**config.mk**
```make
export PLATFORM = sky130hd
export DESIGN_NAME = glyph_shadow_cross_dilation_top
export DESIGN_NICKNAME = d
export VERILOG_FILES = /design/src/rtl/gscd_pkg.sv /design/src/rtl/glyph_shadow_cross_dilation_top.sv /design/src/rtl/gscd_line_mem.sv /design/src/rtl/gscd_out_stage.sv
export SDC_FILE = /design/constraint.sdc
export NUM_CORES = 1
export LEC_CHECK = 0
export ABC_AREA = 1
export BUFFER_PORTS_ARGS = -buffer_cell sky130_fd_sc_hd__buf_4
export CORE_ASPECT_RATIO = 2
export CORE_UTILIZATION = 40
export DETAILED_ROUTE_END_ITERATION = 10
export GPL_TIMING_DRIVEN = 1
export SYNTH_ARGS = -nofsm -noshare
export SYNTH_HDL_FRONTEND = slang
export SYNTH_HIERARCHICAL = 1
export SYNTH_SLANG_ARGS = --single-unit
```
**constraint.sdc**
```tcl
create_clock -name clock -period 5.18 [get_ports clock]
set_clock_uncertainty 0.05 [all_clocks]
set_input_delay 0.259 -clock clock [delete_from_list [all_inputs] [get_ports clock]]
set_output_delay 0.259 -clock clock [all_outputs]
set_load 0.01 [all_outputs]
```
**src/rtl/gscd_pkg.sv**
```systemverilog
package gscd_pkg;

   // Field widths fixed by the interface.
   localparam int COV_W   = 8;
   localparam int COL_W   = 7;
   localparam int PIX_W   = 32;
   localparam int CSR_IDX_W = 2;

   // Configuration register indexes.
   localparam logic [CSR_IDX_W-1:0] CSR_ROW_WIDTH = 2'd0;
   localparam logic [CSR_IDX_W-1:0] CSR_FG_PIXEL  = 2'd1;
   localparam logic [CSR_IDX_W-1:0] CSR_BG_PIXEL  = 2'd2;

   // Rows seen saturates at two.
   localparam logic [1:0] ROWS_MAX = 2'd2;

   // Up to three results produced by one request.
   typedef struct packed {
      logic             has_left;
      logic             has_right;
      logic             on_left;
      logic             on_mid;
      logic             on_right;
      logic [COL_W-1:0] mid_col;
      logic [COL_W-1:0] end_col;
   } bundle_type;

endpackage

```
**src/rtl/glyph_shadow_cross_dilation_top.sv**
```systemverilog
// Glyph shadow generator: a plus-shaped dilation of a coverage mask.
// Requests carry one coverage byte each, in raster order, row_width per row;
// first_of_glyph marks pixel (0,0) of a new glyph. Each request yields one to
// three responses: column 0 at the start of a row, column x+1 always, and
// column row_width+1 at the end of a row, the last of them flagged by
// rsp_last_of_run. Two blank rows appended by the caller flush the image.
// The csr channel writes row_width, fg_pixel and bg_pixel; it is always ready
// and must only be used while no request is in flight.
// A request passes the read stage and output stage registers before its first
// response. A request can be taken every cycle while the output stage can load;
// the response channel bounds throughput at one result per cycle, row_width+2 per row.
// The line buffers live in one two-read, one-write memory of MAX_WIDTH words;
// a request's read happens on accept and its write-back as it leaves the read stage,
// with same-word writes passed to the read port.
// After reset the block clears all MAX_WIDTH words of that memory with
// req_ready low. When rsp_ready is low, results hold in the output stage,
// one request waits in the read stage, and then req_ready drops.
module glyph_shadow_cross_dilation_top #(
   parameter int MAX_WIDTH = 64
) (
   input  logic                              clock,
   input  logic                              reset,
   input  logic                              req_valid,
   output logic                              req_ready,
   input  logic [gscd_pkg::COV_W-1:0]        req_coverage,
   input  logic                              req_first_of_glyph,
   output logic                              rsp_valid,
   input  logic                              rsp_ready,
   output logic [gscd_pkg::PIX_W-1:0]        rsp_pixel_value,
   output logic [gscd_pkg::COL_W-1:0]        rsp_out_column,
   output logic                              rsp_row_end,
   output logic                              rsp_last_of_run,
   input  logic                              csr_valid,
   output logic                              csr_ready,
   input  logic [gscd_pkg::CSR_IDX_W-1:0]    csr_index,
   input  logic [gscd_pkg::PIX_W-1:0]        csr_data
);

   localparam int AW   = (MAX_WIDTH > 1) ? $clog2(MAX_WIDTH) : 1;
   localparam int WCAP = (MAX_WIDTH < 127) ? MAX_WIDTH : 127;
   localparam logic [gscd_pkg::COL_W-1:0] WCAP_C = gscd_pkg::COL_W'(WCAP);
   localparam logic [AW-1:0] CLR_LAST = AW'(MAX_WIDTH - 1);

   // Configuration registers.
   logic [gscd_pkg::COL_W-1:0] row_width_ff;
   logic [gscd_pkg::PIX_W-1:0] fg_pixel_ff;
   logic [gscd_pkg::PIX_W-1:0] bg_pixel_ff;

   // Accept-side control state.
   logic [gscd_pkg::COL_W-1:0] column_count_ff, column_count_in;
   logic [1:0]                 rows_seen_ff, rows_seen_in;
   logic                       bank_select_ff;
   logic                       clr_busy_ff;
   logic [AW-1:0]              clr_addr_ff;

   // Read stage.
   logic                       s1_valid_ff;
   logic [gscd_pkg::COL_W-1:0] s1_x_ff;
   logic [gscd_pkg::COL_W-1:0] s1_w_ff;
   logic                       s1_last_ff;
   logic [1:0]                 s1_rows_ff;
   logic                       s1_sel_ff;
   logic                       s1_cur_ff;
   logic                       left_mask_ff, left_mask_in;

   logic                       accept;
   logic                       s1_adv;
   logic [gscd_pkg::COL_W-1:0] eff_w;
   logic [gscd_pkg::COL_W-1:0] cnt;
   logic [1:0]                 rows;
   logic [gscd_pkg::COL_W-1:0] x;
   logic                       last;

   logic                       mem_we;
   logic [AW-1:0]              mem_wa;
   logic [1:0]                 mem_wd;
   logic [1:0]                 rd0;
   logic [1:0]                 rd1;
   logic                       prev_x, older_x, prev_x1;
   logic                       above, above2, right_above, left_above;
   gscd_pkg::bundle_type       bundle;
   logic                       ob_ready;

   assign csr_ready = 1'b1;

   // Configuration writes.
   always_ff @(posedge clock) begin
      if (reset) begin
         row_width_ff <= gscd_pkg::COL_W'(1);
         fg_pixel_ff  <= '0;
         bg_pixel_ff  <= '0;
      end else if (csr_valid) begin
         case (csr_index)
            gscd_pkg::CSR_ROW_WIDTH: row_width_ff <= csr_data[gscd_pkg::COL_W-1:0];
            gscd_pkg::CSR_FG_PIXEL:  fg_pixel_ff  <= csr_data;
            gscd_pkg::CSR_BG_PIXEL:  bg_pixel_ff  <= csr_data;
            default: begin
            end
         endcase
      end
   end

   // Effective width, column and row-end decision for the incoming request.
   always_comb begin
      if (row_width_ff == '0) begin
         eff_w = gscd_pkg::COL_W'(1);
      end else if (row_width_ff > WCAP_C) begin
         eff_w = WCAP_C;
      end else begin
         eff_w = row_width_ff;
      end
      cnt  = req_first_of_glyph ? '0 : column_count_ff;
      rows = req_first_of_glyph ? 2'd0 : rows_seen_ff;
      x    = (cnt >= eff_w) ? eff_w - gscd_pkg::COL_W'(1) : cnt;
      last = (x == eff_w - gscd_pkg::COL_W'(1));
      column_count_in = last ? '0 : x + gscd_pkg::COL_W'(1);
      rows_seen_in    = (last && rows != gscd_pkg::ROWS_MAX) ? rows + 2'd1 : rows;
   end

   assign s1_adv    = s1_valid_ff && ob_ready;
   assign req_ready = !clr_busy_ff && (!s1_valid_ff || s1_adv);
   assign accept    = req_valid && req_ready;

   // Memory clearing pass after reset.
   always_ff @(posedge clock) begin
      if (reset) begin
         clr_busy_ff <= 1'b1;
         clr_addr_ff <= '0;
      end else if (clr_busy_ff) begin
         clr_addr_ff <= clr_addr_ff + AW'(1);
         if (clr_addr_ff == CLR_LAST) begin
            clr_busy_ff <= 1'b0;
         end
      end
   end

   // Row and column tracking, updated as each request is taken.
   always_ff @(posedge clock) begin
      if (reset) begin
         column_count_ff <= '0;
         rows_seen_ff    <= '0;
         bank_select_ff  <= 1'b0;
      end else if (accept) begin
         column_count_ff <= column_count_in;
         rows_seen_ff    <= rows_seen_in;
         if (last) begin
            bank_select_ff <= !bank_select_ff;
         end
      end
   end

   // Read stage register.
   always_ff @(posedge clock) begin
      if (reset) begin
         s1_valid_ff <= 1'b0;
      end else if (accept) begin
         s1_valid_ff <= 1'b1;
      end else if (s1_adv) begin
         s1_valid_ff <= 1'b0;
      end
   end

   always_ff @(posedge clock) begin
      if (accept) begin
         s1_x_ff    <= x;
         s1_w_ff    <= eff_w;
         s1_last_ff <= last;
         s1_rows_ff <= rows;
         s1_sel_ff  <= bank_select_ff;
         s1_cur_ff  <= (req_coverage != '0);
      end
   end

   // Line buffer write: clearing pass, or write-back of the current row bit.
   always_comb begin
      if (clr_busy_ff) begin
         mem_we = 1'b1;
         mem_wa = clr_addr_ff;
         mem_wd = 2'b00;
      end else begin
         mem_we = s1_adv;
         mem_wa = AW'(s1_x_ff);
         mem_wd = s1_sel_ff ? {rd0[1], s1_cur_ff} : {s1_cur_ff, rd0[0]};
      end
   end

   gscd_line_mem #(
      .DEPTH(MAX_WIDTH),
      .AW   (AW)
   ) u_line_mem (
      .clock   (clock),
      .wr_en   (mem_we),
      .wr_addr (mem_wa),
      .wr_data (mem_wd),
      .rd_en   (accept),
      .rd_addr0(AW'(x)),
      .rd_addr1(AW'(x + gscd_pkg::COL_W'(1))),
      .rd_data0(rd0),
      .rd_data1(rd1)
   );

   // Neighborhood taps and the three candidate results.
   always_comb begin
      prev_x      = s1_sel_ff ? rd0[1] : rd0[0];
      older_x     = s1_sel_ff ? rd0[0] : rd0[1];
      prev_x1     = s1_sel_ff ? rd1[1] : rd1[0];
      above       = (s1_rows_ff != 2'd0) && prev_x;
      above2      = (s1_rows_ff == gscd_pkg::ROWS_MAX) && older_x;
      right_above = !s1_last_ff && (s1_rows_ff != 2'd0) && prev_x1;
      left_above  = (s1_x_ff != '0) && left_mask_ff;

      bundle.has_left  = (s1_x_ff == '0);
      bundle.has_right = s1_last_ff;
      bundle.on_left   = above;
      bundle.on_mid    = s1_cur_ff | left_above | above | right_above | above2;
      bundle.on_right  = above;
      bundle.mid_col   = s1_x_ff + gscd_pkg::COL_W'(1);
      bundle.end_col   = s1_w_ff + gscd_pkg::COL_W'(1);

      left_mask_in = s1_last_ff ? 1'b0 : above;
   end

   // Mask bit of the row above at the previous column.
   always_ff @(posedge clock) begin
      if (reset) begin
         left_mask_ff <= 1'b0;
      end else if (s1_adv) begin
         left_mask_ff <= left_mask_in;
      end
   end

   gscd_out_stage u_out_stage (
      .clock          (clock),
      .reset          (reset),
      .load_valid     (s1_valid_ff),
      .load_bundle    (bundle),
      .load_ready     (ob_ready),
      .fg_pixel       (fg_pixel_ff),
      .bg_pixel       (bg_pixel_ff),
      .rsp_valid      (rsp_valid),
      .rsp_ready      (rsp_ready),
      .rsp_pixel_value(rsp_pixel_value),
      .rsp_out_column (rsp_out_column),
      .rsp_row_end    (rsp_row_end),
      .rsp_last_of_run(rsp_last_of_run)
   );

endmodule

```
**src/rtl/gscd_line_mem.sv**
```systemverilog
module gscd_line_mem #(
   parameter int DEPTH = 64,
   parameter int AW    = 6
) (
   input  logic          clock,
   input  logic          wr_en,
   input  logic [AW-1:0] wr_addr,
   input  logic [1:0]    wr_data,
   input  logic          rd_en,
   input  logic [AW-1:0] rd_addr0,
   input  logic [AW-1:0] rd_addr1,
   output logic [1:0]    rd_data0,
   output logic [1:0]    rd_data1
);

   // Bit 0 holds line bank A, bit 1 holds line bank B, one word per column.
   logic [1:0] mem [DEPTH];
   logic [1:0] rd0_ff;
   logic [1:0] rd1_ff;

   always_ff @(posedge clock) begin
      if (wr_en) begin
         mem[wr_addr] <= wr_data;
      end
   end

   // Registered reads; a write to the same word in the same cycle is passed through.
   always_ff @(posedge clock) begin
      if (rd_en) begin
         rd0_ff <= (wr_en && wr_addr == rd_addr0) ? wr_data : mem[rd_addr0];
         rd1_ff <= (wr_en && wr_addr == rd_addr1) ? wr_data : mem[rd_addr1];
      end
   end

   assign rd_data0 = rd0_ff;
   assign rd_data1 = rd1_ff;

endmodule

```
**src/rtl/gscd_out_stage.sv**
```systemverilog
module gscd_out_stage (
   input  logic                        clock,
   input  logic                        reset,
   input  logic                        load_valid,
   input  gscd_pkg::bundle_type        load_bundle,
   output logic                        load_ready,
   input  logic [gscd_pkg::PIX_W-1:0]  fg_pixel,
   input  logic [gscd_pkg::PIX_W-1:0]  bg_pixel,
   output logic                        rsp_valid,
   input  logic                        rsp_ready,
   output logic [gscd_pkg::PIX_W-1:0]  rsp_pixel_value,
   output logic [gscd_pkg::COL_W-1:0]  rsp_out_column,
   output logic                        rsp_row_end,
   output logic                        rsp_last_of_run
);

   typedef enum logic [1:0] {
      PH_LEFT,
      PH_MID,
      PH_RIGHT
   } phase_type;

   logic                 valid_ff;
   phase_type            phase_ff;
   gscd_pkg::bundle_type bundle_ff;
   logic                 on_now;
   logic                 done_now;

   // Current result fields.
   always_comb begin
      on_now          = 1'b0;
      rsp_out_column  = '0;
      rsp_row_end     = 1'b0;
      rsp_last_of_run = 1'b0;
      case (phase_ff)
         PH_LEFT: begin
            on_now = bundle_ff.on_left;
         end
         PH_MID: begin
            on_now          = bundle_ff.on_mid;
            rsp_out_column  = bundle_ff.mid_col;
            rsp_last_of_run = !bundle_ff.has_right;
         end
         PH_RIGHT: begin
            on_now          = bundle_ff.on_right;
            rsp_out_column  = bundle_ff.end_col;
            rsp_row_end     = 1'b1;
            rsp_last_of_run = 1'b1;
         end
         default: begin
            on_now = 1'b0;
         end
      endcase
   end

   assign rsp_valid       = valid_ff;
   assign rsp_pixel_value = on_now ? fg_pixel : bg_pixel;
   assign done_now        = valid_ff && rsp_ready && rsp_last_of_run;
   assign load_ready      = !valid_ff || done_now;

   // Steps through the results of one request, one per accepted response.
   always_ff @(posedge clock) begin
      if (reset) begin
         valid_ff <= 1'b0;
         phase_ff <= PH_MID;
      end else if (load_valid && load_ready) begin
         valid_ff  <= 1'b1;
         bundle_ff <= load_bundle;
         phase_ff  <= load_bundle.has_left ? PH_LEFT : PH_MID;
      end else if (done_now) begin
         valid_ff <= 1'b0;
      end else if (valid_ff && rsp_ready) begin
         case (phase_ff)
            PH_LEFT: begin
               phase_ff <= PH_MID;
            end
            PH_MID: begin
               phase_ff <= PH_RIGHT;
            end
            default: begin
               phase_ff <= PH_MID;
            end
         endcase
      end
   end

endmodule
```
-- Word-level counts from Yosys, hierarchy flattened
Memories as Yosys holds them, arrays and structs flattened. A register that Yosys moved wholly into a read port is not among the register bits.
Cells that the tools add are included.
W data, S select, Z words.
- output and inout port bits: 44
- input bits: 48
- bits in writable memories: 128
- memories: 1
- flip-flop bits (word level): 129
- eq/ne operators: 9
- reduce and logical (&&, ||, !) cells: 36
- muxes and demuxes: 33
- bitwise operators: 5
- $lt $le $gt $ge: 2
- add/subtract/negate cells: 6
- memory list (name ; words ; width ; rd ports ; clocked after memory_dff ; wr ports ; line ; text):
    u_line_mem.mem ; 64 ; 2 ; 2 ; 2 ; 1 ; gscd_line_mem.sv:17 ; logic [1:0] mem [DEPTH];
- operators by type and width (kind ; number):
    $mux W7 ; 5
    $mux W32 ; 1
    $add A7 B1 Y7 const B ; 3
    $mux W2 ; 8
    $mux W1 ; 15
    $logic_not A7 Y1 ; 2
    $pmux W7 S2 ; 1
    $reduce_and A2 Y1 ; 6
    $logic_and A1 B1 Y1 ; 11
    $reduce_bool A2 Y1 ; 4
    $reduce_bool A8 Y1 ; 1
    $eq A7 B7 Y1 ; 1
    $ge A7 B7 Y1 ; 1
    $gt A7 B7 Y1 const B ; 1
    $reduce_bool A7 Y1 ; 1
    $sub A7 B1 Y7 const B ; 1
    $add A6 B1 Y6 const B ; 1
    $eq A2 B2 Y1 const B ; 3
    $eq A6 B6 Y1 const B ; 1
    $logic_not A1 Y1 ; 6
    $mux W6 ; 1
    $eq A2 B1 Y1 const B ; 2
    $logic_not A2 Y1 ; 2
    $ne A2 B2 Y1 const B ; 2
    6 further kinds ; 11

-- Depth between registers and ports, before layout
- depth in word-level cells: 9
- depth in mapped cells: 28
- mapped depth without buffers: 26

-- By module
Netlist, hierarchy kept.
- by module, submodules not included (module ; area an instance (um2) ; cells an instance ; instances ; sequential area each (um2)):
    gscd_line_mem ; 7235.7 ; 853 ; 1 ; 3963.8
    glyph_shadow_cross_dilation_top ; 5083.6 ; 687 ; 1 ; 2372.3
    gscd_out_stage ; 1417.6 ; 116 ; 1 ; 600.6

-- Least setup slack after synthesis
No wires, ideal clock.
- path kind: reg-to-reg
- start point: reg row_width_ff[3] in the netlist's numbering
- end point: reg u_line_mem.rd1_ff[0], in the netlist u_line_mem/rd_data1[0], read port of u_line_mem.mem (data pin)
- library setup time: 141 ps
- stages on the path, launching flop included: 23
- setup slack: 1602 ps
- buffers on the path: 1
- arrival: 3387 ps
- required time: 4989 ps
- path through: dfxtp_1 > nor2_1 > nand3_1 > a21oi_1 > inv_1 > ha_1 > nand2_1 > nor2_1 > nand2_1 > nand2_2 > nor2_4 > buf_6 > o21ai_1 > ha_1 > nand2_1 > nor2_2 > xor2_1 > xor2_1 > nor3_1 > nand2_1 > inv_1 > nand2_1 > nand2_1
- longest elaborated chain between the ends: 6
- RTL lines (what ; line ; text):
    from (decl) ; glyph_shadow_cross_dilation_top.sv:45 ; logic [gscd_pkg::COL_W-1:0] row_width_ff;
    from (signal assigned) ; glyph_shadow_cross_dilation_top.sv:89 ; row_width_ff <= gscd_pkg::COL_W'(1);
    from (signal assigned) ; glyph_shadow_cross_dilation_top.sv:94 ; gscd_pkg::CSR_ROW_WIDTH: row_width_ff <= csr_data[gscd_pkg::COL_W-1:0];
    $gt A7 B7 Y1 ; glyph_shadow_cross_dilation_top.sv:107 ; end else if (row_width_ff > WCAP_C) begin
    $mux W7 ; glyph_shadow_cross_dilation_top.sv:107 ;
    $mux W7 (*) ; glyph_shadow_cross_dilation_top.sv:105 ; if (row_width_ff == '0) begin
    net eff_w (one bit) ; glyph_shadow_cross_dilation_top.sv:68 ; logic [gscd_pkg::COL_W-1:0] eff_w;
    $ge A7 B7 Y1 (*) ; glyph_shadow_cross_dilation_top.sv:114 ; x = (cnt >= eff_w) ? eff_w - gscd_pkg::COL_W'(1) : cnt;
    $mux W7 (*) ; glyph_shadow_cross_dilation_top.sv:114 ;
    net x (one bit) ; glyph_shadow_cross_dilation_top.sv:71 ; logic [gscd_pkg::COL_W-1:0] x;
    $add A7 B1 Y7 (*) ; glyph_shadow_cross_dilation_top.sv:197 ; .rd_addr1(AW'(x + gscd_pkg::COL_W'(1))),
    to (decl) ; gscd_line_mem.sv:19 ; logic [1:0] rd1_ff;
Mark *: on every way through the listed nets, which the timed path passes. The rest lies on a longest branch.
A chain may end at the register's enable or synchronous reset.

-- Worst setup path after layout
- start point: reg row_width_ff[6] in the netlist's numbering
- end point: reg u_line_mem.rd0_ff[0], in the netlist u_line_mem/rd_data0[0], read port of u_line_mem.mem (data pin)
- longest elaborated chain between the ends: 5
- RTL lines (what ; line ; text):
    $gt A7 B7 Y1 ; glyph_shadow_cross_dilation_top.sv:107 ;
    $mux W7 ; glyph_shadow_cross_dilation_top.sv:107 ;
    $mux W7 (*) ; glyph_shadow_cross_dilation_top.sv:105 ;
    net eff_w (one bit) ; glyph_shadow_cross_dilation_top.sv:68 ;
    $sub A7 B1 Y7 or $ge A7 B7 Y1 (tied branches) ; glyph_shadow_cross_dilation_top.sv:114 ;
    $mux W7 (*) ; glyph_shadow_cross_dilation_top.sv:114 ;
    net x (one bit) ; glyph_shadow_cross_dilation_top.sv:71 ;
    to (decl) ; gscd_line_mem.sv:18 ; logic [1:0] rd0_ff;
Marked as above.

==> results.md <==
* Run status: finished, final reports clean
* Pin count of the biggest net entering global routing at 67
* Met3 global-route usage at under 10%
* Remaining Overflow, GRT at 0
* Post-synthesis instance area at approximately 14000 µm²
* Share of flip-flops with an asynchronous set or reset after synthesis at 0%
* Met1 demand-to-capacity share in global routing at between 20% and 30%
* Post-detailed-routing wire length at ~42000 µm
* Share of final-layout standard cells stronger than drive strength 1 at around an eighth
* Synthesized instance count at between 1500 and 2000
* Number of cells in the finished layout apart from fillers at between 2000 and 2500
* Horizontal extent of the die at ~130 µm
* CP Launch Type: flop
* Accumulated negative setup slack at 0 ns
* Placer's final routability congestion estimate at just over 0.9
* Clock tree from TritonCTS: built
* Total count of hold-check failures in the final report at 0
* Height of the die at roughly 260 µm
* Number of fill cells in the layout at around 3300
* Delay of the slowest cell on the worst path at between 0.3 and 0.4 ns
* Post-synthesis sequential area ratio at 50.50%
* Met2 Use GR at around 44%
* Post-route minimum period at about 4.6 ns
* Post-Syn Nets at 1722
* Yosys warns at 6
* Layout overhead on the synthesized area at 14.86%
* Core Rows at 95
* Vias per cell at around 5.5
* Worst hold path class: input pin to flop
* Worst EP arrival at approximately 4.8 ns
* Worst Setup End Kind: flop
* Clock slew at reported path FFs at 0.07 ns
* H-Tree Level Count at 1
* Category of the most critical setup path: flop to flop
* Number of library cell types mapped by synthesis at 44
* Latest clock arrival within the worst-skew pair at around 0.55 ns
* Cell with the most instances on the worst path: sky130_fd_sc_hd__nand2_1
* Finished layout cell area at roughly 16000 µm²
* Final-report max-slew violation count at 0
* Leakage power total at 0.006593 µW
* #FFs+latches synth at roughly 260
* Tightest slew margin relative to the limit at between 10% and 20%
* Maximum VDD drop at 0.2559 mV
* Measured slew at the worst slew-check pin at around 1.2 ns
* Maximum net fanout on the critical path at 34
* Part of the cycle the worst path needs at around nine tenths
* Placement-stage cell area at ~15000 µm²
* Library cell contributing the largest single delay on the critical path: sky130_fd_sc_hd__inv_2
* # IOs at between 90 and 100
* Wire length of the first global-routing pass at 65580 µm
* Via count of the first global-routing pass at approximately 12000
* Number of cells after detailed placement at ~2100
* Number of buffers added by the clock tree synthesis step at 24
* # resized after CTS at 0
* Clock Root Buffer: sky130_fd_sc_hd__clkbuf_16
* Standard cell core area at between 30000 and 40000 µm²
* Critical path required time at between 5 and 6 ns
* Final setup viols at 0
* Vias post-DR at roughly 12000
* Clock sink total at 262
* EDFF count, synth at 169
* Total power density per cell area at 292.4 nW/µm²
* Routed wirelength normalized by instance count at 18.96 µm
* Number of buffers on the longest clock path at 3
* Tot GR Track Use at 24.14%
* Initial drt markers at 906
* Max-cap violations at 0
* Port bufs at 90
* Post-route antenna net violation count at 0
* Detailed-placement wirelength estimate at 29000 µm
* Area of the die at approximately 35000 µm²
* Initial antenna violation count at 0
* # DRC at 0
* Timing-limited maximum frequency at between 200 and 250 MHz
* Post-Syn Area per Cell at 8.295 µm²
* Pre-Repair DR Iteration Count at 8
* RSZ-0062 raised after global routing: no
* Combined area of the multi-input logic cells at between 5000 and 6000 µm²
* Antenna diode count at 0
* FF/Latch Area at approximately 6900 µm²
* Synth Flop Type: sky130_fd_sc_hd__edfxtp_1
* Nets at 1816
* Layer with the highest usage after global routing: met2
* Initial cell density of the core at a little over 40%
layer usage:
| metal | vias up | routed length, µm |
|---|---|---|
| li1 | 5721 | - |
| met1 | 5723 | 13920 |
| met2 | 499 | 21670 |
| met3 | 182 | 2502 |
| met4 | 0 | 3693 |
| met5 | - | 0 |
cell usage in the layout (no fill, tap or decap), drive strengths merged, types with 31 or more instances in the layout:
master       count
nand2          459
nand3          260
nor2           227
edfxtp         169
buf            120
inv             96
dfxtp           93
o21ai           92
dlygate4sd3     36
a21oi           36
mux2            32
clkbuf          31
through the flow:
stage                     hold slack, ns  setup slack, ns  util (%)  total power, µW
after floorplan                   0.2781            1.602         -             2676
after global placement            0.3704           0.7348     43.41             2856
after detailed placement          0.3799           0.6531     43.41             2863
after CTS                       0.003343           0.6557     46.74             4646
after global routing             0.02068           0.2444     46.74             4772
final                            0.01491           0.6030     46.74             4613
cells in the mapped netlist, types with 2 or more instances:
master | count | area (µm²)
sky130_fd_sc_hd__xor2_1 | 16 | 140.1
sky130_fd_sc_hd__nor2_1 | 221 | 829.6
sky130_fd_sc_hd__ha_1 | 18 | 225.2
sky130_fd_sc_hd__o21ai_0 | 89 | 445.4
sky130_fd_sc_hd__nand3_1 | 259 | 1296
sky130_fd_sc_hd__nand4_1 | 18 | 112.6
sky130_fd_sc_hd__buf_2 | 24 | 120.1
sky130_fd_sc_hd__buf_1 | 3 | 11.26
sky130_fd_sc_hd__nor2_2 | 3 | 18.77
sky130_fd_sc_hd__clkbuf_1 | 29 | 108.9
sky130_fd_sc_hd__mux2_4 | 30 | 450.4
sky130_fd_sc_hd__buf_4 | 9 | 67.56
sky130_fd_sc_hd__dfxtp_1 | 93 | 1862
sky130_fd_sc_hd__o211ai_1 | 3 | 22.52
sky130_fd_sc_hd__o22ai_1 | 5 | 31.28
sky130_fd_sc_hd__nor3_1 | 14 | 70.07
sky130_fd_sc_hd__nand3b_1 | 3 | 22.52
sky130_fd_sc_hd__inv_1 | 84 | 315.3
sky130_fd_sc_hd__nand2_1 | 452 | 1697
sky130_fd_sc_hd__o21bai_1 | 3 | 22.52
sky130_fd_sc_hd__nand2_2 | 6 | 37.54
sky130_fd_sc_hd__nor2_4 | 2 | 22.52
sky130_fd_sc_hd__o2111ai_1 | 2 | 17.52
sky130_fd_sc_hd__o21ai_2 | 2 | 17.52
sky130_fd_sc_hd__mux2_2 | 2 | 22.52
sky130_fd_sc_hd__edfxtp_1 | 169 | 5075
sky130_fd_sc_hd__inv_2 | 8 | 30.03
sky130_fd_sc_hd__a21oi_1 | 35 | 175.2
sky130_fd_sc_hd__buf_6 | 23 | 259.0
sky130_fd_sc_hd__nor4_1 | 10 | 62.56
sky130_fd_sc_hd__clkinv_1 | 8 | 30.03
kinds of logic (layout without fill, tap and decap cells):
group,after synthesis,after routing,synth area share [%]
compound gates,144,144,5.656
simple gates,993,993,30.75
flops,262,262,50.50
fa+ha+maj,18,18,1.640
buf+inv,189,301,6.904
other cells,1,1,0.02730
mux,32,32,3.443
xor+xnor,17,17,1.084
state kept, by name (all words and copies together), names as in the netlist, 6 cells and up:
register / cells
column_count_ff: 7
clr_addr_ff: 6
s1_x_ff: 7
row_width_ff: 7
u_line_mem/mem: 128
s1_w_ff: 7
u_out_stage/bundle_ff: 18
fg_pixel_ff: 32
bg_pixel_ff: 32
cell type report:
type                       instances  area share (%)
clock buffer                      31           4.163
timing repair buffer             156           7.994
sequential                       262           43.97
tap                              436           3.458
inverter                         101           2.419
clock inverter                    13          0.6820
multi-input combinational       1205           37.32
path summary, 6_finish.rpt:
| check | to | from | slack, ns | cells past startpoint |
|---|---|---|---|---|
| worst max-delay path | u_line_mem/rd_data0[0] | row_width_ff[6] | 0.60 | 25 |
| worst min-delay path | row_width_ff[0] | csr_index[0] | 0.01 | 3 |
| worst max register to register | u_line_mem/rd_data0[0] | row_width_ff[6] | 0.60 | 25 |
| worst min register to register | s1_sel_ff | bank_select_ff | 0.40 | 0 |
worst max-delay path: cells and delay by family, from the launching register on:
family	cells	cell delay [ns]
AND/OR/NAND/NOR	16	1.86
buffers and inverters	7	1.60
adder cells (fa/ha/maj)	1	0.35
flip-flops	1	0.33
AO/OA/AOI/OAI	1	0.09
power by group:
group          internal [µW]  leakage, µW  switching, µW
Clock                    954     0.000383            810
Sequential              2240      0.00241           18.8
Combinational            206      0.00380            387
Total                   3400      0.00659           1220
repair_timing:
| action | 4_1_cts | 5_1_grt |
|---|---|---|
| hold buffers | 36 | 0 |
| setup buffers | 0 | 0 |
| hold endpoints to repair | 75 | 0 |
(Power assumes the default switching activity.)
